[src/rtl/imp_ram.sv]
// ----------------------------------------------------------------------------
// imp_ram - simple dual-port RAM
// One write port, one read port, registered read data.
// ----------------------------------------------------------------------------
module imp_ram #(
  parameter int WIDTH = 32,
  parameter int DEPTH = 64
) (
  input  logic                     clk,
  input  logic                     we,
  input  logic [$clog2(DEPTH)-1:0] waddr,
  input  logic [WIDTH-1:0]         wdata,
  input  logic [$clog2(DEPTH)-1:0] raddr,
  output logic [WIDTH-1:0]         rdata
);

  logic [WIDTH-1:0] mem [DEPTH];

  always_ff @(posedge clk) begin
    if (we) begin
      mem[waddr] <= wdata;
    end
    rdata <= mem[raddr];
  end

endmodule

[config.mk]
export PLATFORM = sky130hd
export DESIGN_NAME = imp_ram
export DESIGN_NICKNAME = d
export VERILOG_FILES = /design/src/rtl/imp_ram.sv
export SDC_FILE = /design/constraint.sdc
export NUM_CORES = 2
export LEC_CHECK = 0
export BUFFER_PORTS_ARGS = -buffer_cell sky130_fd_sc_hd__clkbuf_2
export CORE_MARGIN = 2
export CORE_UTILIZATION = 50
export CTS_CLUSTER_SIZE = 20
export DETAILED_ROUTE_END_ITERATION = 8
export PLACE_DENSITY = 0.76
export SETUP_SLACK_MARGIN = 0.02
export SYNTH_ARGS = -nofsm -noshare
export SYNTH_HDL_FRONTEND = slang
export SYNTH_SLANG_ARGS = --single-unit
[constraint.sdc]
create_clock -name clk -period 12.5 [get_ports clk]
set_input_delay 2.5 -clock clk [delete_from_list [all_inputs] [get_ports clk]]
set_output_delay 2.5 -clock clk [all_outputs]
set_load 0.03 [all_outputs]
-- Yosys cells after proc, flatten, opt, wreduce, memory -nomap -nowiden
Memories as Yosys holds them, arrays and structs flattened. A register that Yosys moved wholly into a read port is not among the register bits.
Cells that the tools add are included.
- register bits after elaboration: 0
- RAM bits: 2048
- input port bits: 46
- memories kept: 1
- muxes and demuxes: 2
- memory list (memory ; words ; bits a word ; rd ports ; clocked after memory_dff ; wr ports ; line ; source):
    mem ; 64 ; 32 ; 1 ; 1 ; 1 ; 17 ; logic [WIDTH-1:0] mem [DEPTH];
- operator list (cell ; number):
    2-to-1 mux 1 bit ; 2

-- Depth between registers and ports, before layout
- depth in word-level cells: 2
- depth in mapped cells: 10

-- Worst setup path after synthesis
No wires, ideal clock.
- path kind: input to register
- from: input port waddr[3]
- to: memory mem[48][0], enable pin
- library setup time: 461 ps
- arrival: 5199 ps
- required time: 12039 ps
- path slack: 6840 ps
- stages: 4
- cell sequence: clkbuf_1 nor2b_1 nand4b_1 nor3_1
- RTL lines (element ; line ; source):
    start: declaration ; 11 ; input logic [$clog2(DEPTH)-1:0] waddr,
    end: declaration ; 17 ;
No word-level cell before the write port.

==> reports/summary.txt <==
outcome: finished with violations
failing checks: max-capacitance violations
detailed placement HPWL: 102000 um
Yosys cell types: 34
final WL: 197000 um
DR DRC count: 0
register area share after synthesis: 0.791
layout cells sized above 1: 0.289
PD cells: 160 nW/um2
area share of the leading cell type in the synthesized netlist: 0.783
period utilization: 0.456
Worst Setup End Kind: register
clk sinks: 2080
sw frac: 0.212
number of routed nets with antenna violations: 0
final hold vios: 0
unrepaired setup endpoints after global routing: no
pin count of the biggest net entering global routing: 117
crit path DAT: 6.36 ns
area grow syn2layout: 12.2%
max_slew headroom: 0.0146
Core Area: 156000 um2
Mean Syn Cell Area: 23.6 um2
startpoint types: primary input
clock power share: 0.395
H-tree depth: 4
Peak VDD IR: 0.124 mV
setup violators final: 0
via density per instance: 6.48
Reg clk slew, reported paths: 0.06 ns
syn nets: 3370
Die ar.: 160000 um2
Hold WC Path Type: register to register
Gate power share: 0.053
Util after Layout: 0.564
WP data required: 13.16 ns
Slew Viols, Final: 0
crit path kind: primary input to register
setup tns final: 0 ns
P_leak: 27.3 nW
Worst-Skew Late Latency: 0.83 ns
grt total ovfl: 0
die span in y: 400 um
post-CTS setup buffers: 0
Global Route Usage Sum: 0.248
sequential power share: 0.552
yosys warns: 0
placement row count: 145
Die W: 400 um
CP max FO: 52
global-route wire length before repair: 279000 um
wire per inst: 34.3 um
Post-CTS Hold Buffers: 0
Worst R2R Setup Slack: 9.79 ns
First-pass DRT Iterations: 8
post-CTS resize count: 0
Final #Nets: 3590
Fmax: 175 MHz
Cell Area, Synth: 78500 um2
clk_skew: 0.0259 ns
CTS tree: built
max cap viols: 1
vias: 37337
Synth Register Bits: 2080
initial antenna violation count: 15
worst slew pin tran: 1.47 ns
Switch Pwr: 0.00298 W
Inserted Clock Buffers: 191
Iter 0 DRT Violations: 6394
Clock Tree Buf Depth: 3
port bufs: 77
# IOs: 78
Mapped Cells: 3324
Starting Density: 0.503
vias in the first global route: 37734
critical path's top delay family: buffers and inverters
RePlAce Congestion: 0.818
Clock Tree Root: clkbuf_16
Area contributors post-synth: edfxtp_1 78%, mux4_2 16%, mux2i_1 1.2%
post-synth top area cell: edfxtp_1
CP cell instances: buf_8 > buf_4 > buf_4 > mux4_2 > o221ai_1 > a21oi_1 > a21oi_1 > nor2_1
CP max stage delay: 0.79 ns
WP buf/inv: 3
Slowest-stage cell, CP: buf_4
Period minus WS final: 5.70 ns
cell-internal power: 0.0111 W
==> synthesized netlist by cell type (all sizes together) <==
| cell type | count |
|---|---|
| a21oi | 62 |
| nand4 | 2 |
| and3 | 4 |
| nor2b | 15 |
| or3 | 3 |
| and2 | 2 |
| nor2 | 137 |
| nand3 | 5 |
| or3b | 5 |
| o32ai | 4 |
| nor3 | 7 |
| mux4 | 544 |
| o22ai | 84 |
| nand2 | 26 |
| a31oi | 1 |
| nand3b | 5 |
| dfxtp | 32 |
| nand2b | 8 |
| edfxtp | 2048 |
| a22oi | 12 |
| o221ai | 27 |
| nand4b | 1 |
| a41o | 4 |
| clkbuf | 74 |
| or2 | 3 |
| a311oi | 8 |
| buf | 108 |
| mux2i | 93 |
==> metrics by stage <==
stage	power, W	hold WS (ns)	std cells	worst slack [ns]	cell area, um2
final	0.0141	0.835	5759	6.80	88100
after global routing	0.0144	0.926	5755	6.49	88000
after CTS	0.0141	0.833	5754	6.90	88000
after detailed placement	0.00865	0.817	5408	6.03	82200
after global placement	0.00864	0.835	5408	6.05	82200
after floorplan	0.00829	0.663	3324	6.84	78500
==> power groups by stage <==
stage / clock network, W / logic, W / registers [W]
global route: 0.00587 / 0.000778 / 0.00777
floorplan: 0 / 0.000376 / 0.00791
finish: 0.00557 / 0.000746 / 0.00777
CTS: 0.00562 / 0.000745 / 0.00777
global placement: 0 / 0.000725 / 0.00791
detailed placement: 0 / 0.000739 / 0.00791
==> registers in the layout, indices dropped and copies added (netlist names) <==
register	cells
mem	2048
rdata	32
==> metal layers <==
layer,routed length [um],GRT usage
met5,78,0
met4,8210,0.102
met3,25200,0.0647
met2,94800,0.388
met1,69100,0.334
==> final timing paths <==
path,startpoint,end,cells past startpoint
worst max-delay path,raddr[0],rdata[19],8
worst min register to register,mem[57][20],rdata[20],5
worst max register to register,mem[23][20],rdata[20],5
worst min-delay path,mem[57][20],rdata[20],5
==> worst min-delay path, cell delays in order (launching register included) <==
cell and delay [ns]:
edfxtp_1 0.32, mux2i_1 0.06, nand2_1 0.06, a41o_1 0.17
o32ai_1 0.06, nor3_1 0.11
==> cells in the final DEF, fill, tap and decap left out, types with 32 or more instances in the layout <==
cell type	Yosys	layout
edfxtp_1	2048	2048
clkbuf_1	74	67
a21oi_1	62	62
dfxtp_1	32	32
nor2_1	137	75
clkbuf_16	0	195
mux2i_1	93	93
clkinv_1	0	33
buf_4	25	126
nor2_4	0	62
clkbuf_2	0	73
o22ai_1	84	84
mux4_2	544	544
==> area by class of cell <==
cell class              count  area (um2)
diodes                      4        10.0
clock buffers             271        5260
clock inverters            75         626
fillers                 10918       68000
multi-input cells        1062       16000
flip-flops and latches   2080       62100
well taps                2058        2570
repair buffers            209        1480
==> cells by family (layout without fill, tap and decap cells) <==
group,count (synthesis),after routing,share of synthesized area
other cells,0,4,0
flops,2080,2080,0.791
buf+inv,182,555,0.0113
mux,637,637,0.168
simple gates,223,223,0.0127
compound gates,202,202,0.0167
(Power assumes the default switching activity.)
