$ cat config.mk
export PLATFORM = sky130hd
export DESIGN_NAME = imp_mac
export DESIGN_NICKNAME = d
export VERILOG_FILES = /design/src/rtl/imp_pkg.sv /design/src/rtl/imp_mac.sv
export SDC_FILE = /design/constraint.sdc
export NUM_CORES = 1
export LEC_CHECK = 0
export ABC_AREA = 1
export BUFFER_PORTS_ARGS = -buffer_cell sky130_fd_sc_hd__buf_2
export CORE_AREA = 2 2 288 290
export CTS_CLUSTER_SIZE = 24
export DETAILED_ROUTE_END_ITERATION = 12
export DIE_AREA = 0 0 290 292
export RECOVER_POWER = 50
export SYNTH_ARGS = -nofsm -noshare
export SYNTH_HDL_FRONTEND = slang
export SYNTH_SLANG_ARGS = --single-unit
$ cat constraint.sdc
create_clock -name clk -period 13.86 [get_ports clk]
set_clock_uncertainty 0.2 [all_clocks]
set_input_delay 1.386 -clock clk [delete_from_list [all_inputs] [get_ports clk]]
set_output_delay 1.386 -clock clk [all_outputs]
set_load 0.05 [all_outputs]
$ cat src/rtl/imp_pkg.sv
// ----------------------------------------------------------------------------
// imp_pkg - shared types and constants for the integer matrix power block
// Matrix geometry, store addressing, register indexes and MAC control types.
// ----------------------------------------------------------------------------
package imp_pkg;

  localparam int MAX_DIM = 8;
  localparam int IDX_W   = $clog2(MAX_DIM);
  localparam int ADDR_W  = 2 * IDX_W;          // address = {row, col}
  localparam int CELLS   = 1 << ADDR_W;
  localparam int DATA_W  = 32;
  localparam int DIM_W   = 4;
  localparam int EXP_W   = 16;
  localparam int CFG_W   = 16;                 // widest register
  localparam int MAC_LAT = 3;                  // MAC span from issue to store write
  localparam int DRAIN_W = (MAC_LAT > 1) ? $clog2(MAC_LAT) : 1;

  // register indexes
  localparam logic REG_DIM      = 1'b0;
  localparam logic REG_EXPONENT = 1'b1;

  typedef struct packed {
    logic              valid;
    logic              first;   // first term of a dot product
    logic              last;    // last term, result goes to the store
    logic [ADDR_W-1:0] waddr;
  } mac_ctl_t;

  typedef struct packed {
    logic              wen;
    logic [ADDR_W-1:0] waddr;
    logic [DATA_W-1:0] wdata;
  } mac_wr_t;

  // side length minus one, with zero taken as one and oversize clamped
  function automatic logic [IDX_W-1:0] side_m1(input logic [DIM_W-1:0] d);
    logic [IDX_W-1:0] res;
    if (d == '0) begin
      res = '0;
    end else if (32'(d) > MAX_DIM) begin
      res = IDX_W'(MAX_DIM - 1);
    end else begin
      res = IDX_W'(d - DIM_W'(1));
    end
    return res;
  endfunction

endpackage

$ cat src/rtl/imp_mac.sv
// ----------------------------------------------------------------------------
// imp_mac - shared multiply-accumulate unit
// Multiply stage then accumulate stage; emits a store write on the last term.
// ----------------------------------------------------------------------------
module imp_mac (
  input  logic                         clk,
  input  logic                         rst,
  input  imp_pkg::mac_ctl_t            issue,   // aligned with read addresses
  input  logic [imp_pkg::DATA_W-1:0]   a,       // read data, the cycle after the issue
  input  logic [imp_pkg::DATA_W-1:0]   b,
  output imp_pkg::mac_wr_t             wr
);

  imp_pkg::mac_ctl_t          ctl1;
  imp_pkg::mac_ctl_t          ctl2;
  logic [imp_pkg::DATA_W-1:0] prod;
  logic [imp_pkg::DATA_W-1:0] acc;
  logic [imp_pkg::DATA_W-1:0] sum;

  assign sum = (ctl2.first ? '0 : acc) + prod;

  always_ff @(posedge clk) begin
    if (rst) begin
      ctl1   <= '0;
      ctl2   <= '0;
      wr.wen <= 1'b0;
    end else begin
      ctl1   <= issue;
      ctl2   <= ctl1;
      wr.wen <= ctl2.valid && ctl2.last;
    end
    // low 32 bits only: wraps as C int arithmetic
    if (ctl1.valid) begin
      prod <= a * b;
    end
    if (ctl2.valid) begin
      acc <= sum;
    end
    wr.waddr <= ctl2.waddr;
    wr.wdata <= sum;
  end

endmodule

# [Word level (Yosys, flattened, before mapping)]
# Cells that the tools add are included.
[word_totals] ff_bits=121 in_bits=75
[op_classes] mux=1 addsub=1 reduce_logical=1 mul=1
[ops] operator="$add 32x32->32" count=1
[ops] operator="$mul 32x32->32" count=1
[ops] operator="$mux 32" count=1
[ops] operator="$logic_and 1x1->1" count=1

# [Logic depth before layout (Yosys ltp)]
[logic_depth] ltp_word=2 ltp_mapped=34 ltp_nobuf=32

# [Worst setup path before layout]
# Ideal clock, no wire load.
[synth_path] path_kind="in2reg" startpoint="input a[12] (netlist bit)" endpoint="register prod[26] (netlist bit), data pin" n_path_buf=2 slack_ns=6.151 arrival_time_ns=7.251 setup_ns=0.258 path_stages=25 path_cell_list="clkbuf_1 > clkbuf_1 > nand2_1 > fa_1 > inv_1 > fa_1 > inv_1 > fa_1 > fa_1 > inv_1 > fa_1 > inv_1 > fa_1 > fa_1 > fa_1 > inv_1 > ha_1 > a21oi_1 > o21ai_0 > a21oi_1 > nand3_1 > nand3_1 > nand2_1 > a21oi_1 > xnor2_1"
[synth_via] elab_chain_len=1
[synth_lines] item="start, declared" line="imp_mac.sv:9" text="input logic [imp_pkg::DATA_W-1:0] a,"
[synth_lines] item="$mul 32x32->32" line="imp_mac.sv:34" text="prod <= a * b;"
[synth_lines] item="end signal, assigned" line="imp_mac.sv:34"
[synth_lines] item="end, declared" line="imp_mac.sv:16" text="logic [imp_pkg::DATA_W-1:0] prod;"
# No other way between the ends.
# A chain may end at the register's enable or synchronous reset.

# [Worst setup path after layout]
[layout_path] startpoint="input a[0] (netlist bit)" endpoint="register prod[30] (netlist bit), data pin"
# Same word-level chain as after synthesis.

==> results.cfg <==
[final_layout]
final_nets = 3418
stdcell_area_mm2 = 0.0239
n_antenna_cell = 0
drive_gt1_share_pct = 5.76
synthToLayoutAreaGrowth_pct = 9.39

[clock_network]
ctsHoldBuffers = 0
clk_pin_slew_worst_paths_ns = 0.06
cts_made_buffers = 17
tritoncts = built
post-cts-setup-buffer-count = 0
clockBufferDepth = 2
clk_latency_ns = 0.42
h-tree-depth = 4
cts-resized-gates = 0
root_buffer = clkbuf_16
cts_sinks = 121

[drt]
wl_met1_um = 25600
wl_per_cell_um = 14.3
drtIter0Drc = 888
vias = 16300
drc = 0
wl_met3_um = 3270
wl_met2_um = 25800
drt-total-wl_um = 55400
ant_nets = 0
first_pass_iters = 8
top_layer = met5
viasPerCell = 4.21

[die]
die_y_um = 292
ios = 114
die_width_um = 290
dieArea_mm2 = 0.0847
rows = 105
initial_core_util_pct = 26.8
coreArea_mm2 = 0.0816

[placement]
place.gp.congestion = 0.898
pre_cts_slack_ns = 5.45
hpwlAfterDp_um = 45900
detailed_place.area_mm2 = 0.0233
io_buffers = 113

[worst_setup_path]
critPathKind = in2reg
crit_start = a[0]
reg2reg_to = acc[30]
startpoint_type = input pin
arrival_ns = 8.22
cp_data_required_time_ns = 13.91
r2r_slack_ns = 9.67
worstSetupEndpointType = register
r2r_cells = 12
path_max_fanout = 32
r2r-start = ctl2[7]

[synthesis]
synthDistinctLibCells = 45
netlist_area_mm2 = 0.0218
synth-seq-cells = 121
synth_edf_count = 64
synthArstFlopShare_pct = 0
avgSynthCellArea_um2 = 7.94
synth.top_cells.by_count = 826 x inv_1, 741 x nand2_1, 409 x fa_1
synth_top_area_share_pct = 37.5
yosysSeqAreaShare_pct = 14.0
synth_nets = 3389
yosys.area.top_type = fa_1
synthFlopType = edfxtp_1
synth_area_leaders = fa_1 37%, inv_1 14%, nand2_1 13%
ys_warn_count = 0
syn_inst = 2751
synth_most_common_cell = inv_1

[timing]
timing.fmax_ghz = 0.122
period_needed_ns = 8.17
rsz0062_at_grt = no
slew_viol_final = 132
min_period_over_period_pct = 59.0
finalHoldViolations = 0
max-slew-margin-rel_pct = -35.1
tns_ns = 0
fin_ws_ns = 5.69
tightest_slew_ns = 2.03
setup_viol = 0

[run]
drv_cap = 4

[outcome]
status = complete, but fails checks
violations = max-capacitance violations, max-slew violations

[grt]
grt_pass1_vias = 16900
globalRouteOverflowTotal = 0
grt_start_max_net_pins = 34
grtUsageTotal_pct = 13.3
antenna_found_initial = 3
grt_pass1_wl_um = 89900

[hold_path]
hold_path_class = reg2reg
hold_path_depth = 0
min_to = wr[37]
hp-start = ctl2[5]
[worst max-delay path, stage by stage]
cell and delay [ns]:
clkbuf_1 1.23, nand2_1 0.19, fa_1 0.46, fa_1 0.48
inv_1 0.04, ha_1 0.32, fa_1 0.51, inv_1 0.05
fa_1 0.54, fa_1 0.45, fa_1 0.46, fa_1 0.49
inv_1 0.04, ha_1 0.48, nand3_1 0.17, nor3_1 0.26
inv_1 0.07, o221a_2 0.24, nand2_1 0.11, xor2_1 0.20
[how the worst max path moves through the flow]
stage          endpoint  slack (ns)  cells past startpoint
2_1_floorplan  prod[26]        6.15                     25
3_3_place_gp   prod[26]        5.43                     22
3_5_place_dp   prod[26]        5.45                     22
4_1_cts        prod[26]        5.89                     22
5_1_grt        prod[31]        5.27                     23
6_report       prod[30]        5.69                     20
[per-layer routing]
layer  track usage (%)  up-vias
met5                 0        -
met4              2.85        6
met3              2.07       55
met2              22.1      377
met1              18.3     7939
li1                  -     7887
[final cells by class]
cell class | count | area [um2]
Clock inverter | 14 | 143
Sequential cell | 121 | 3060
Timing Repair Buffer | 117 | 577
Fill cell | 8747 | 57700
Clock buffer | 18 | 450
Tap cell | 1070 | 1340
Inverter | 828 | 3110
Multi-Input combinational cell | 1695 | 15200
[placed cells by master (no fill, tap or decap), types with 3 or more instances in the layout]
cell type	n
inv_1	826
nand2_1	741
fa_1	409
ha_1	154
buf_2	107
nor2_1	94
edfxtp_1	64
a21oi_1	59
dfxtp_1	57
nand3_1	54
xor2_1	45
xnor2_1	28
o21ai_0	24
clkbuf_16	18
nor3_1	10
o21bai_1	9
clkbuf_1	9
a21o_1	8
o21ai_1	7
a21oi_2	6
a31oi_1	5
or2_1	5
nand3b_1	5
a221oi_1	5
o21ai_2	3
nand4_1	3
clkinv_2	3
clkinv_4	3
[logic make-up (layout without fill, tap and decap cells)]
kind of cell             count (synthesis)  count (layout)  synth area share, %
XOR/XNOR                                73              73                 2.93
buffers and inverters                  935             977                 16.3
flip-flops                             121             121                 14.0
AND/OR/NAND/NOR                        919             919                 16.5
adder cells (fa/ha/maj)                563             563                 46.3
AO/OA/AOI/OAI                          140             140                 4.01
[registers in the layout, indices dropped and copies added, names as in the netlist]
signal / cells
acc: 32
ctl1: 9
wr: 39
ctl2: 9
prod: 32
[metrics by stage]
stage               hold WS [ns]  utilization, %  cells
global placement           0.110            28.6   3831
detailed placement         0.118            28.6   3831
floorplan                  0.110               -   2751
finish                     0.127            29.3   3863
global route               0.136            29.3   3863
CTS                        0.127            29.3   3863
Power is left out: the tool's default activity adds up to more than one toggle a clock period on the data nets, which glitch-free logic cannot reach.
