--- src/rtl/imp_pkg.sv ---
// ----------------------------------------------------------------------------
// imp_pkg - shared types and constants for the integer matrix power block
// Matrix geometry, store addressing, register indexes and MAC control types.
// ----------------------------------------------------------------------------
package imp_pkg;

  localparam int MAX_DIM = 8;
  localparam int IDX_W   = $clog2(MAX_DIM);
  localparam int ADDR_W  = 2 * IDX_W;          // address = {row, col}
  localparam int CELLS   = 1 << ADDR_W;
  localparam int DATA_W  = 32;
  localparam int DIM_W   = 4;
  localparam int EXP_W   = 16;
  localparam int CFG_W   = 16;                 // widest register
  localparam int MAC_LAT = 3;                  // MAC span from issue to store write
  localparam int DRAIN_W = (MAC_LAT > 1) ? $clog2(MAC_LAT) : 1;

  // register indexes
  localparam logic REG_DIM      = 1'b0;
  localparam logic REG_EXPONENT = 1'b1;

  typedef struct packed {
    logic              valid;
    logic              first;   // first term of a dot product
    logic              last;    // last term, result goes to the store
    logic [ADDR_W-1:0] waddr;
  } mac_ctl_t;

  typedef struct packed {
    logic              wen;
    logic [ADDR_W-1:0] waddr;
    logic [DATA_W-1:0] wdata;
  } mac_wr_t;

  // side length minus one, with zero taken as one and oversize clamped
  function automatic logic [IDX_W-1:0] side_m1(input logic [DIM_W-1:0] d);
    logic [IDX_W-1:0] res;
    if (d == '0) begin
      res = '0;
    end else if (32'(d) > MAX_DIM) begin
      res = IDX_W'(MAX_DIM - 1);
    end else begin
      res = IDX_W'(d - DIM_W'(1));
    end
    return res;
  endfunction

endpackage

--- src/rtl/imp_seq.sv ---
// ----------------------------------------------------------------------------
// imp_seq - multiplication sequencer
// Walks row, column and term indexes for each round and drains the MAC.
// ----------------------------------------------------------------------------
module imp_seq (
  input  logic                        clk,
  input  logic                        rst,
  input  logic                        start,
  input  logic [imp_pkg::IDX_W-1:0]   n_m1,
  input  logic [imp_pkg::EXP_W-1:0]   rounds,
  output imp_pkg::mac_ctl_t           issue,
  output logic [imp_pkg::ADDR_W-1:0]  pa,      // power store, {r, t}
  output logic [imp_pkg::ADDR_W-1:0]  sa,      // source store, {t, c}
  output logic                        swap,    // round complete, flip banks
  output logic                        done
);

  typedef enum logic [1:0] {IDLE, RUN, DRAIN} state_t;

  state_t                      state;
  logic [imp_pkg::IDX_W-1:0]   r;
  logic [imp_pkg::IDX_W-1:0]   c;
  logic [imp_pkg::IDX_W-1:0]   t;
  logic [imp_pkg::EXP_W-1:0]   round_count;
  logic [imp_pkg::DRAIN_W-1:0] drain;
  logic                        drain_end;

  assign pa          = {r, t};
  assign sa          = {t, c};
  assign issue.valid = (state == RUN);
  assign issue.first = (t == '0);
  assign issue.last  = (t == n_m1);
  assign issue.waddr = {r, c};

  assign drain_end = (state == DRAIN) && (drain == imp_pkg::DRAIN_W'(imp_pkg::MAC_LAT - 1));
  assign swap      = drain_end;
  assign done      = drain_end && (round_count + imp_pkg::EXP_W'(1) == rounds);

  always_ff @(posedge clk) begin
    if (rst) begin
      state       <= IDLE;
      r           <= '0;
      c           <= '0;
      t           <= '0;
      round_count <= '0;
      drain       <= '0;
    end else begin
      case (state)
        IDLE: begin
          if (start) begin
            r           <= '0;
            c           <= '0;
            t           <= '0;
            round_count <= '0;
            state       <= RUN;
          end
        end
        RUN: begin
          if (t == n_m1) begin
            t <= '0;
            if (c == n_m1) begin
              c <= '0;
              if (r == n_m1) begin
                r     <= '0;
                drain <= '0;
                state <= DRAIN;
              end else begin
                r <= r + imp_pkg::IDX_W'(1);
              end
            end else begin
              c <= c + imp_pkg::IDX_W'(1);
            end
          end else begin
            t <= t + imp_pkg::IDX_W'(1);
          end
        end
        DRAIN: begin
          drain <= drain + imp_pkg::DRAIN_W'(1);
          if (drain_end) begin
            round_count <= round_count + imp_pkg::EXP_W'(1);
            state       <= done ? IDLE : RUN;
          end
        end
        default: state <= IDLE;
      endcase
    end
  end

endmodule

--- config.mk ---
export PLATFORM = sky130hd
export DESIGN_NAME = imp_seq
export DESIGN_NICKNAME = d
export VERILOG_FILES = /design/src/rtl/imp_pkg.sv /design/src/rtl/imp_seq.sv
export SDC_FILE = /design/constraint.sdc
export NUM_CORES = 1
export LEC_CHECK = 0
export ABC_AREA = 1
export BUFFER_PORTS_ARGS = -buffer_cell sky130_fd_sc_hd__buf_2
export CAP_MARGIN = 20
export CORE_MARGIN = 3
export CORE_UTILIZATION = 50
export DETAILED_ROUTE_END_ITERATION = 7
export PLACE_DENSITY = 0.71
export SLEW_MARGIN = 10
export SYNTH_ARGS = -nofsm -noshare
export SYNTH_HDL_FRONTEND = slang
export SYNTH_SLANG_ARGS = --single-unit
--- constraint.sdc ---
create_clock -name clk -period 2.3 [get_ports clk]
set_input_delay 0.345 -clock clk [delete_from_list [all_inputs] [get_ports clk]]
set_output_delay 0.345 -clock clk [all_outputs]
set_load 0.02 [all_outputs]
# Word-level counts from Yosys, hierarchy flattened
# Index checks and enable logic that the tools add are counted.
classes:
  n_eq_ne: 12
  n_reduce_logical: 13
  n_addsub: 5
  muxes: 24
op_table:
  columns: ["op", "count"]
  rows:
  - ["$mux W16", 2]
  - ["$pmux W16 S2", 1]
  - ["$mux W3", 7]
  - ["$pmux W3 S2", 3]
  - ["$add A16 B1 Y16 const B", 1]
  - ["$eq A16 B16 Y1", 1]
  - ["$mux W2", 8]
  - ["$add A3 B1 Y3 const B", 3]
  - ["$eq A3 B3 Y1", 3]
  - ["$reduce_and A4 Y1", 2]
  - ["$ne A2 B2 Y1 const B", 3]
  - ["$pmux W2 S3", 1]
  - ["$reduce_and A3 Y1", 2]
  - ["$reduce_bool A2 Y1", 3]
  - ["$reduce_and A5 Y1", 1]
  - ["$eq A2 B2 Y1 const B", 2]
  - ["$ne A2 B1 Y1 const B", 2]
  - ["$pmux W2 S2", 1]
  - ["$logic_not A3 Y1", 1]
  - ["$add A2 B1 Y2 const B", 1]
  - ["$eq A2 B1 Y1 const B", 1]
  - ["$logic_and A1 B1 Y1", 2]
  - ["$logic_not A2 Y1", 1]
  - ["$reduce_and A2 Y1", 1]
  - ["$mux W1", 1]
word_totals:
  ff_bits: 29
  inputBits: 22
  word_cells: 60

# Depth between registers and ports, before layout
# Gate-level depths: netlist of run 1.
logic_depth:
  depth_word: 6
  mapped_depth: 14
  ltp_nobuf: 14

# Worst setup path after synthesis of run 1
# No wires, ideal clock.
synth_path:
  path_type: "register -> output"
  from: "reg round_count[0] (netlist name)"
  to: "out done"
  t_arrival_ns: 1.628
  stages_incl_launch_ff: 14
  setup_slack_ns: 0.327
  path_cell_list: "dfxtp_1 -> ha_1 -> nand3_1 -> nor2_2 -> nand2_1 -> nand2_1 -> inv_1 -> nand2_1 -> nand3_1 -> nor2_1 -> nand2_1 -> nor2_1 -> nand2_1 -> nor2_1"
synth_between:
  elab_chain_len: 3
synth_lines:
  columns: ["item", "line_no", "source"]
  rows:
  - ["start, declared", "imp_seq.sv:24", "logic [imp_pkg::EXP_W-1:0] round_count;"]
  - ["start signal, assigned", "imp_seq.sv:80", "round_count <= round_count + imp_pkg::EXP_W'(1);"]
  - ["$add A16 B1 Y16", "imp_seq.sv:37", "assign done = drain_end && (round_count + imp_pkg::EXP_W'(1) == rounds);"]
  - ["$eq A16 B16 Y1", "imp_seq.sv:37", null]
  - ["$logic_and A1 B1 Y1", "imp_seq.sv:37", null]
  - ["end, declared", "imp_seq.sv:15", "output logic done"]
# Every way passes these cells.

# Worst setup path after layout of run 1
layout_path:
  from: "reg round_count[2] (netlist name)"
  to: "out done"
# Same word-level chain as after synthesis.

==> metrics.cfg, run 1 <==
[outcome]
outcome=finished with violations
violations=negative setup slack

[cts]
insertion_delay_ps=280
cts_hold_buf=0
cts_buffer_depth=2
cts-root-buf=clkbuf_8
numCtsBuffers=5
numClockSinks=29
cts_tree=done
clk_pin_slew_ps=70
htree_levels=2

[logic_synthesis]
netlist_instances=368
yosysTopAreaCell=dfxtp_1
synth_cell_types=35
synth_area_leaders=dfxtp_1, nand2_1, inv_1
synth_seq_cells=29
avgSynthCellArea_um2=6.20
synth_top_area_share_pct=25.4
yosys_warnings=0
seq_area_frac_synth_pct=25.4
synth_fp_nets=396
netlist_area_um2=2280

[timing]
setup_tns_ps=-0.493
setup_viol=1
timing.final.crit_share_pct=100
slew_viol_final=0
fmax_mhz=435
slew_headroom_pct=65.2
worst_pin_slew_ps=521
clock_skew_ps=7.71
hold_violations=0
period_minus_slack_ps=2300
rsz0062_at_grt=yes
setup_ws_ps=-0.493

[setup_path]
reg2reg_slack_ps=470
cpLargestDelayFamily=simple AND/OR/NAND/NOR gates
cp_num_buf_inv=2
cp_max_fo=6
startpoint_type=register
arrival_ps=1960
endpoint_kind=output port
path_cells=nand2_1 > nor2_4 > buf_4 > nand3b_1 > nand2_1 > nand3_1 > nand2_1 > nand2_1 > nor2_1 > nand2_1 > nor2_1 > buf_4
critPathMaxStageDelay_ps=400
cp.required_ps=1960
cp_slowest_cell=dfxtp_4
criticalPathCategory=register to output port
crit_top_cell=nand2_1

[power]
p_total_mw=1.58
peakVddDrop_uv=351
power.density_nw_per_um2=577
p_leak_nw=1.30

[placement]
dp_hpwl_um=4130
place_ws_ps=174
dp_cells=453
place_congestion=0.894
numPortBuffers=44
dpl_cell_area_um2=2510

[cells_and_area]
stdcell_area_um2=2730
insertedDiodeCount=0
num-nets-final=442
drive_above_1_share_pct=21.4
fillers=396
fin_cells=465
area_growth_pct=19.7

[floorplanning]
die_area_um2=5410
core_area_um2=4200
chipHeight_um=73.6
initial_core_util_pct=54.3
rows=23
io_pins=45
die_w_um=73.6

[worst_hold_path]
hp-class=register to register

[run]
maxCapViolations=0

[detailed_routing]
dr.first_iter.drc_count=102
dr_total_vias=2392
ant_nets=0
wl_um=5570
first_pass_iters=8
drcViolationCount=0
route.detailed.wl_per_inst_um=12.0
via_per_inst=5.14

[global_routing]
antenna_found_initial=0
grt_pass1_vias=2253
grtUsageTotal_pct=21.7
grt_max_degree=23
grt_pass1_wl_um=9350
overflow=0

[Yosys cell counts]
library cell / n
a21oi_1: 24
xnor2_1: 10
a41oi_1: 1
nor2_2: 3
clkbuf_1: 2
inv_2: 2
o21ai_1: 1
nand2_1: 114
o21bai_1: 1
o21ai_0: 7
ha_1: 6
inv_1: 47
xnor2_2: 1
nand2_2: 2
a211oi_1: 2
nand4_1: 4
buf_4: 10
nor2_1: 37
o21ai_4: 1
o21bai_2: 1
or2_2: 1
nor3_1: 3
nor4_1: 1
and3_1: 2
or2_0: 1
a31oi_1: 1
o2111ai_1: 1
nand2_4: 1
xor3_1: 1
nand3b_1: 5
nand3_1: 34
xor2_1: 5
buf_2: 2
dfxtp_1: 29
nor2_4: 5
[sequential cells by signal, indices dropped and copies added, names as in the netlist]
| name | flops |
|---|---|
| t | 3 |
| state | 2 |
| round_count | 16 |
| c | 3 |
| drain | 2 |
| r | 3 |
[layout make-up]
type	count	area (um2)	area share (%)
clock buffers	6	82.6	3.02
multi-input cells	276	1480	54.1
well taps	50	62.6	2.29
flip-flops and latches	29	597	21.9
repair buffers	53	290	10.6
inverters	49	184	6.73
clock inverters	2	37.5	1.37
[cell usage in the layout (no fill, tap or decap), types with 8 or more instances in the layout]
cell type and n:
nor2_1 36, nor2_4 8, buf_4 10, inv_1 46
a21oi_1 24, buf_2 43, xnor2_1 10, nand3_1 33
nand2_1 112, dfxtp_1 24
[report_power, final]
group	internal (mW)	total [mW]	switching (mW)
registers	0.537	0.583	0.0462
clock network	0.352	0.573	0.220
logic	0.154	0.420	0.266
total	1.04	1.58	0.533
[worst min-delay path, stage by stage, from the launching register on]
cell and delay (ps):
dfxtp_1 310, nand2_1 60, a21oi_1 50
[final timing paths]
check,from,to,cells after the start
max,round_count[2],done,12
min,drain[1],drain[1],2
max reg2reg,drain[0],round_count[0],10
min reg2reg,drain[1],drain[1],2
[per-stage QoR]
stage / hold slack [ps] / util [%]
global placement: 456 / 59.7
finish: 466 / 65.0
global route: 496 / 65.0
floorplan: 421 / -
CTS: 469 / 64.8
detailed placement: 458 / 59.7
[cells by family after synthesis]
logic type / Yosys count / synth area share [%]
AOI/OAI and AO/OA: 40 / 10.3
and+or+nand+nor: 213 / 41.4
DFF: 29 / 25.4
buffers and inverters: 63 / 12.1
xor gates and xnor gates: 17 / 7.51
adders and majority gates: 6 / 3.29
[timing repair]
action                                  4_1_cts  5_1_grt
buffers inserted                              4        0
endpoints found under the setup margin        1        1
resized for setup                            18        4
pin swaps                                     9        5
[layer usage]
layer	up-vias	share of wire, %	global-route usage, %
met2	79	50	40.6
met3	4	7.7	4.65
met1	1056	42	24.5
met4	0	0.52	5.63
met5	-	0	0
li1	1253	-	-
No activity file was read; power rests on OpenSTA's default activity.
==> run 2, diff against run 1 <==
--- a/config.mk
+++ b/config.mk
@@ -5,13 +5,13 @@
 export SDC_FILE = /design/constraint.sdc
 export NUM_CORES = 1
 export LEC_CHECK = 0
-export ABC_AREA = 1
+export ABC_AREA = 0
 export BUFFER_PORTS_ARGS = -buffer_cell sky130_fd_sc_hd__buf_2
 export CAP_MARGIN = 20
 export CORE_MARGIN = 3
 export CORE_UTILIZATION = 50
 export DETAILED_ROUTE_END_ITERATION = 7
-export PLACE_DENSITY = 0.71
+export PLACE_DENSITY = 0.72
 export SLEW_MARGIN = 10
 export SYNTH_ARGS = -nofsm -noshare
 export SYNTH_HDL_FRONTEND = slang
==> run 2 against run 1 <==
Compared with the run above: the flow still finishes with violations (negative setup slack); global-route usage is 1.4 points higher; sequential share of layout area is 0.23 points lower; register-to-register slack worse by 380 ps; count of clock-buffer cells in the layout is 1 higher; flip-flop and latch count stayed put; clock skew is 1.7 ps lower; worst setup slack worse by 240 ps.
==> metrics.cfg, run 2 <==
[cells_and_area]
final_util_pct=72.0
fillers=300
insertedDiodeCount=0
largest_reg_flops=16
drive_above_1_share_pct=34.8
stdcell_area_um2=2760
mostFrequentLayoutCells=buf_2, buf_4, a21oi_1, nor2_1, o21ai_0
num-nets-final=367
layout_commonest_cell=buf_2
area_growth_pct=33.4
largest-register=round_count

[logic_synthesis]
synth_seq_cells=29
synth_cell_types=42
synthTopCellsByCount=a21oi_1, dfxtp_1, nor2_1, o21ai_0
synth-main-ff-cell=dfxtp_1
synthArstFlopShare_pct=0
yosysTopAreaCell=dfxtp_1
yosys_warnings=0
seq_area_frac_synth_pct=28.1
synth_fp_nets=299
netlist_instances=271
synth_area_leaders=dfxtp_1, a21oi_1, xor2_1
netlist_area_um2=2070
synth-edff-count=0
avgSynthCellArea_um2=7.62
synth.most_common_cell=a21oi_1
synth_top_area_share_pct=28.1

[timing]
timing.final.crit_share_pct=110
slew_viol_final=0
setup_viol=1
clock_skew_ps=6.01
hold_violations=0
slew_headroom_pct=61.9
period_minus_slack_ps=2540
setup_tns_ps=-237
setup_ws_ps=-237
rsz0062_at_grt=yes
worst_pin_slew_ps=572
fin_hold_ws_ps=462
fmax_mhz=394

[detailed_routing]
route.detailed.wl_per_inst_um=15.0
dr_total_vias=2195
dr_wl_met3_um=333
highest_layer=met4
wl_met2_um=2740
first_pass_iters=4
ant_nets=0
dr.first_iter.drc_count=141
drcViolationCount=0
via_per_inst=5.67
wl_met1_um=2670
wl_um=5820

[setup_path]
reg2reg_slack_ps=90
startpoint_type=register
cp_max_fo=4
r2r_start=round_count[1]
cp.required_ps=1960
r2r-end=state[0]
criticalPathCategory=register to output port
endpoint_kind=output port
worst-r2r-cell-count=9
arrival_ps=2190

[placement]
numPortBuffers=44
dpl_cell_area_um2=2410
dp_hpwl_um=4010
place_congestion=0.909

[cts]
numClockSinks=29
cts_hold_buf=0
numCtsBuffers=5
cts-root-buf=clkbuf_8
clk_pin_slew_ps=60
cts_buffer_depth=2
cts_tree=done
insertion_delay_ps=280
htree_levels=2

[power]
swShare_pct=27.6
p_seq_share_pct=45.7
peakVddDrop_uv=353
p_total_mw=1.13
power.density_nw_per_um2=410
p_comb_share_pct=16.4
p_sw_uw=311
p_leak_nw=1.17
internal_power_uw=817
p_clk_share_pct=37.9

[outcome]
outcome=finished with violations
violations=negative setup slack

[worst_hold_path]
min_to=drain[0]
holdPathStages=1
hp-class=register to register
worstHoldStart=drain[0]

[floorplanning]
die_w_um=70.3
rows=22
io_pins=45
core_area_um2=3830
chipHeight_um=70.3
initial_core_util_pct=54.0
die_area_um2=4940

[global_routing]
antenna_found_initial=0
overflow=0
grt_max_degree=30
grt_pass1_vias=2010
grt_pass1_wl_um=9290
grtUsageTotal_pct=23.1

[run]
maxCapViolations=0

==> run 2: changes by cell type in the layout (fill, tap and decap cells not counted), moves of 5 or more <==
cell	delta
nor3_1	+5
nor2_4	-8
buf_4	+23
nor2_1	-12
o21ai_0	+13
nand2b_1	+8
dfxtp_1	-5
nand2_1	-96
a21oi_1	+6
inv_1	-37
nand3_1	-26
dfxtp_2	+8
xor2_1	+12
==> run 2: kinds of logic (layout without fill, tap and decap cells) <==
group | count (synthesis) | after routing | share of synthesized area, %
DFF | 29 | 29 | 28.1
xor gates and xnor gates | 29 | 29 | 12.3
muxes | 3 | 3 | 1.45
AOI/OAI and AO/OA | 71 | 71 | 20.2
adders and majority gates | 6 | 6 | 3.63
buffers and inverters | 28 | 96 | 6.97
and+or+nand+nor | 105 | 105 | 27.3
==> run 2: power groups by stage <==
stage | Combinational, mW | Clock [mW] | Sequential [mW]
finish | 0.185 | 0.428 | 0.516
global route | 0.203 | 0.455 | 0.517
CTS | 0.180 | 0.436 | 0.517
detailed placement | 0.176 | 0 | 0.528
global placement | 0.175 | 0 | 0.528
floorplan | 0.113 | 0 | 0.532
==> run 2: per-stage QoR <==
stage,instances,worst slack (ps)
floorplan,271,12.9
global placement,368,-32.1
detailed placement,368,-29.7
CTS,385,-194
global route,387,-281
finish,387,-237
==> run 2: critical path, cell delays in order (launching register included) <==
cell and delay (ps):
dfxtp_2 350, buf_4 130, and4_4 240, nand2_2 70, a221o_1 330, nor4_2 310
o211ai_1 190, nor2_2 160, buf_6 130
==> run 2: layout make-up <==
class | count | area [um2] | share of cell area (%)
Sequential cell | 29 | 596 | 21.6
Clock buffer | 7 | 86.3 | 3.13
Tap cell | 48 | 60.1 | 2.18
Multi-Input combinational cell | 214 | 1480 | 53.5
Timing Repair Buffer | 79 | 497 | 18.0
Inverter | 10 | 41.3 | 1.50
==> run 2: worst max-delay path by stage <==
stage                              start  endpoint  cells past startpoint
after floorplan           round_count[0]      done                      7
after global routing      round_count[1]      done                      8
final                     round_count[1]      done                      8
after global placement    round_count[0]      done                      8
after detailed placement  round_count[0]      done                      8
after CTS                 round_count[1]      done                      8
==> run 2: metal layers <==
metal	GRT usage, %	vias up
li1	-	1092
met3	4.75	9
met5	0	-
met4	8.51	0
met2	36.6	73
met1	30.8	1021
==> run 2: what timing repair did <==
action / in CTS / in global routing
resized for setup: 16 / 23
hold endpoints to repair: 0 / 0
gates cloned: 0 / 0
setup buffers: 10 / 6
endpoints found under the setup margin: 1 / 4
pin swaps: 11 / 11
==> run 3, diff against run 2 <==
--- a/config.mk
+++ b/config.mk
@@ -10,8 +10,10 @@
 export CAP_MARGIN = 20
 export CORE_MARGIN = 3
 export CORE_UTILIZATION = 50
+export CTS_CLUSTER_SIZE = 20
 export DETAILED_ROUTE_END_ITERATION = 7
-export PLACE_DENSITY = 0.72
+export PLACE_DENSITY = 0.74
+export SETUP_SLACK_MARGIN = 0.5
 export SLEW_MARGIN = 10
 export SYNTH_ARGS = -nofsm -noshare
 export SYNTH_HDL_FRONTEND = slang
==> run 3 against run 2 <==
Compared with the run above: the flow still finishes with violations (negative setup slack); non-clock buffer count fell by 7; via count increased by 4.6%; maximum frequency is 3.4% lower; critical path depth unchanged; sequential share of layout area is 0.24 points higher; count of clock-buffer cells in the layout increased by 1; clock skew decreased by 5.0 ps; power grew 2.7%; combinational power is 17% higher; wire length up 8.3%; highest routed layer unchanged.
==> metrics.cfg, run 3 (synthesis gave the netlist of run 2 again) <==
[outcome]
outcome=finished with violations
violations=negative setup slack

[cells_and_area]
insertedDiodeCount=0
fin_cells=381
drive_above_1_share_pct=36.6
fillers=284
largest-register=round_count
stdcell_area_um2=2820
num-nets-final=360
area_growth_pct=36.3
mostFrequentLayoutCells=buf_2, a21oi_1, nor2_1, buf_4, o21ai_0
layout_commonest_cell=buf_2
largest_reg_flops=16

[detailed_routing]
dr.first_iter.drc_count=217
ant_nets=0
drcViolationCount=0
first_pass_iters=6
via_per_inst=6.02
wl_um=6300
route.detailed.wl_per_inst_um=16.5
dr_total_vias=2295

[cts]
numCtsBuffers=5
cts-root-buf=clkbuf_8
numClockSinks=29
htree_levels=2
insertion_delay_ps=270
cts_hold_buf=0
cts_buffer_depth=2
clk_pin_slew_ps=60
cts_tree=done

[timing]
fmax_mhz=381
slew_headroom_pct=60.1
setup_ws_ps=-327
rsz0062_at_grt=yes
setup_viol=1
fin_hold_ws_ps=450
hold_violations=0
slew_viol_final=0
timing.final.crit_share_pct=114
period_minus_slack_ps=2630
clock_skew_ps=1.02
worst_pin_slew_ps=598

[setup_path]
cp_slowest_cell=dfxtp_4
cp.required_ps=1960
criticalPathCategory=register to output port
path_cells=ha_4 > xor2_1 > nor3_1 > o2111ai_1 > nor4_4 > o2111ai_2 > nor2_2 > buf_6
cp_max_fo=3
startpoint_type=register
cpLargestDelayFamily=simple AND/OR/NAND/NOR gates
endpoint_kind=output port
cp_num_buf_inv=1
critPathMaxStageDelay_ps=360
arrival_ps=2280

[placement]
dp_hpwl_um=3850
place_ws_ps=-88.0
numPortBuffers=44
dp_cells=354
place_congestion=0.959
dpl_cell_area_um2=2370

[worst_hold_path]
hp-class=register to register

[power]
power.density_nw_per_um2=412
peakVddDrop_uv=224
p_comb_share_pct=18.7
swShare_pct=28.0
p_sw_uw=325
p_clk_share_pct=37.4
p_seq_share_pct=43.9
p_leak_nw=1.17
internal_power_uw=834

[floorplanning]
rows=22
io_pins=45
die_w_um=70.3
chipHeight_um=70.3
core_area_um2=3830
die_area_um2=4940
initial_core_util_pct=54.0

[global_routing]
overflow=0
grt_pass1_wl_um=9600
antenna_found_initial=0
grt_pass1_vias=2061
grtUsageTotal_pct=23.9
grt_max_degree=30

[run]
maxCapViolations=0

-- run 3: cell count changes in the layout (fill, tap and decap cells not counted), moves of 3 or more --
cell	change
buf_4	-11
xor2_1	-3
dfxtp_4	+6
nor3_1	-3
dfxtp_1	-4
nor3_2	+3
-- run 3: layout make-up --
class	count	area (um2)	area share [%]
clock buffer	8	90.1	3.20
inverter	10	50.0	1.78
multi-input combinational	214	1530	54.3
sequential	29	616	21.9
tap	48	60.1	2.13
timing repair buffer	72	472	16.7
-- run 3: through the flow --
step,utilization (%),setup TNS [ps],power (mW)
detailed placement,62.0,-88.0,0.703
CTS,69.8,-255,1.15
floorplan,-,0,0.643
global route,73.6,-504,1.21
global placement,62.0,-62.0,0.702
finish,73.6,-327,1.16
-- run 3: what timing repair did --
item                                    CTS  global route
cloned                                    1             0
setup buffers                            13             5
resized for setup                        25            26
pin swaps                                11            13
endpoints found under the setup margin    8            11
-- run 3: final timing paths --
kind	startpoint	to	slack, ps	cells after the start
setup / recovery	round_count[0]	done	-330	8
hold reg to reg	drain[0]	drain[0]	450	1
setup reg to reg	round_count[0]	state[0]	110	8
hold / removal	drain[0]	drain[0]	450	1
-- run 3: power groups by stage --
stage                     sequential [mW]  combinational (mW)  clock, mW
after floorplan                     0.528               0.115          0
after global placement              0.524               0.178          0
after detailed placement            0.524               0.179          0
after CTS                           0.508               0.197      0.443
after global routing                0.509               0.236      0.465
final                               0.509               0.216      0.434
-- run 3: routing by layer --
metal	routed length [um]	part of all wire, %	GRT usage [%]
met3	477	7.6	4.60
met2	3140	50	38.9
met5	0	0	0
met1	2510	40	31.2
met4	175	2.8	8.51
-- run 3: worst reg2reg max path: cells and delay by family, from the launching register on --
kind / cells / cell delay [ps]
AO/OA/AOI/OAI: 3 / 630
XOR/XNOR: 1 / 170
adder cells (fa/ha/maj): 1 / 240
buffers and inverters: 1 / 170
flip-flops: 1 / 360
AND/OR/NAND/NOR: 2 / 520
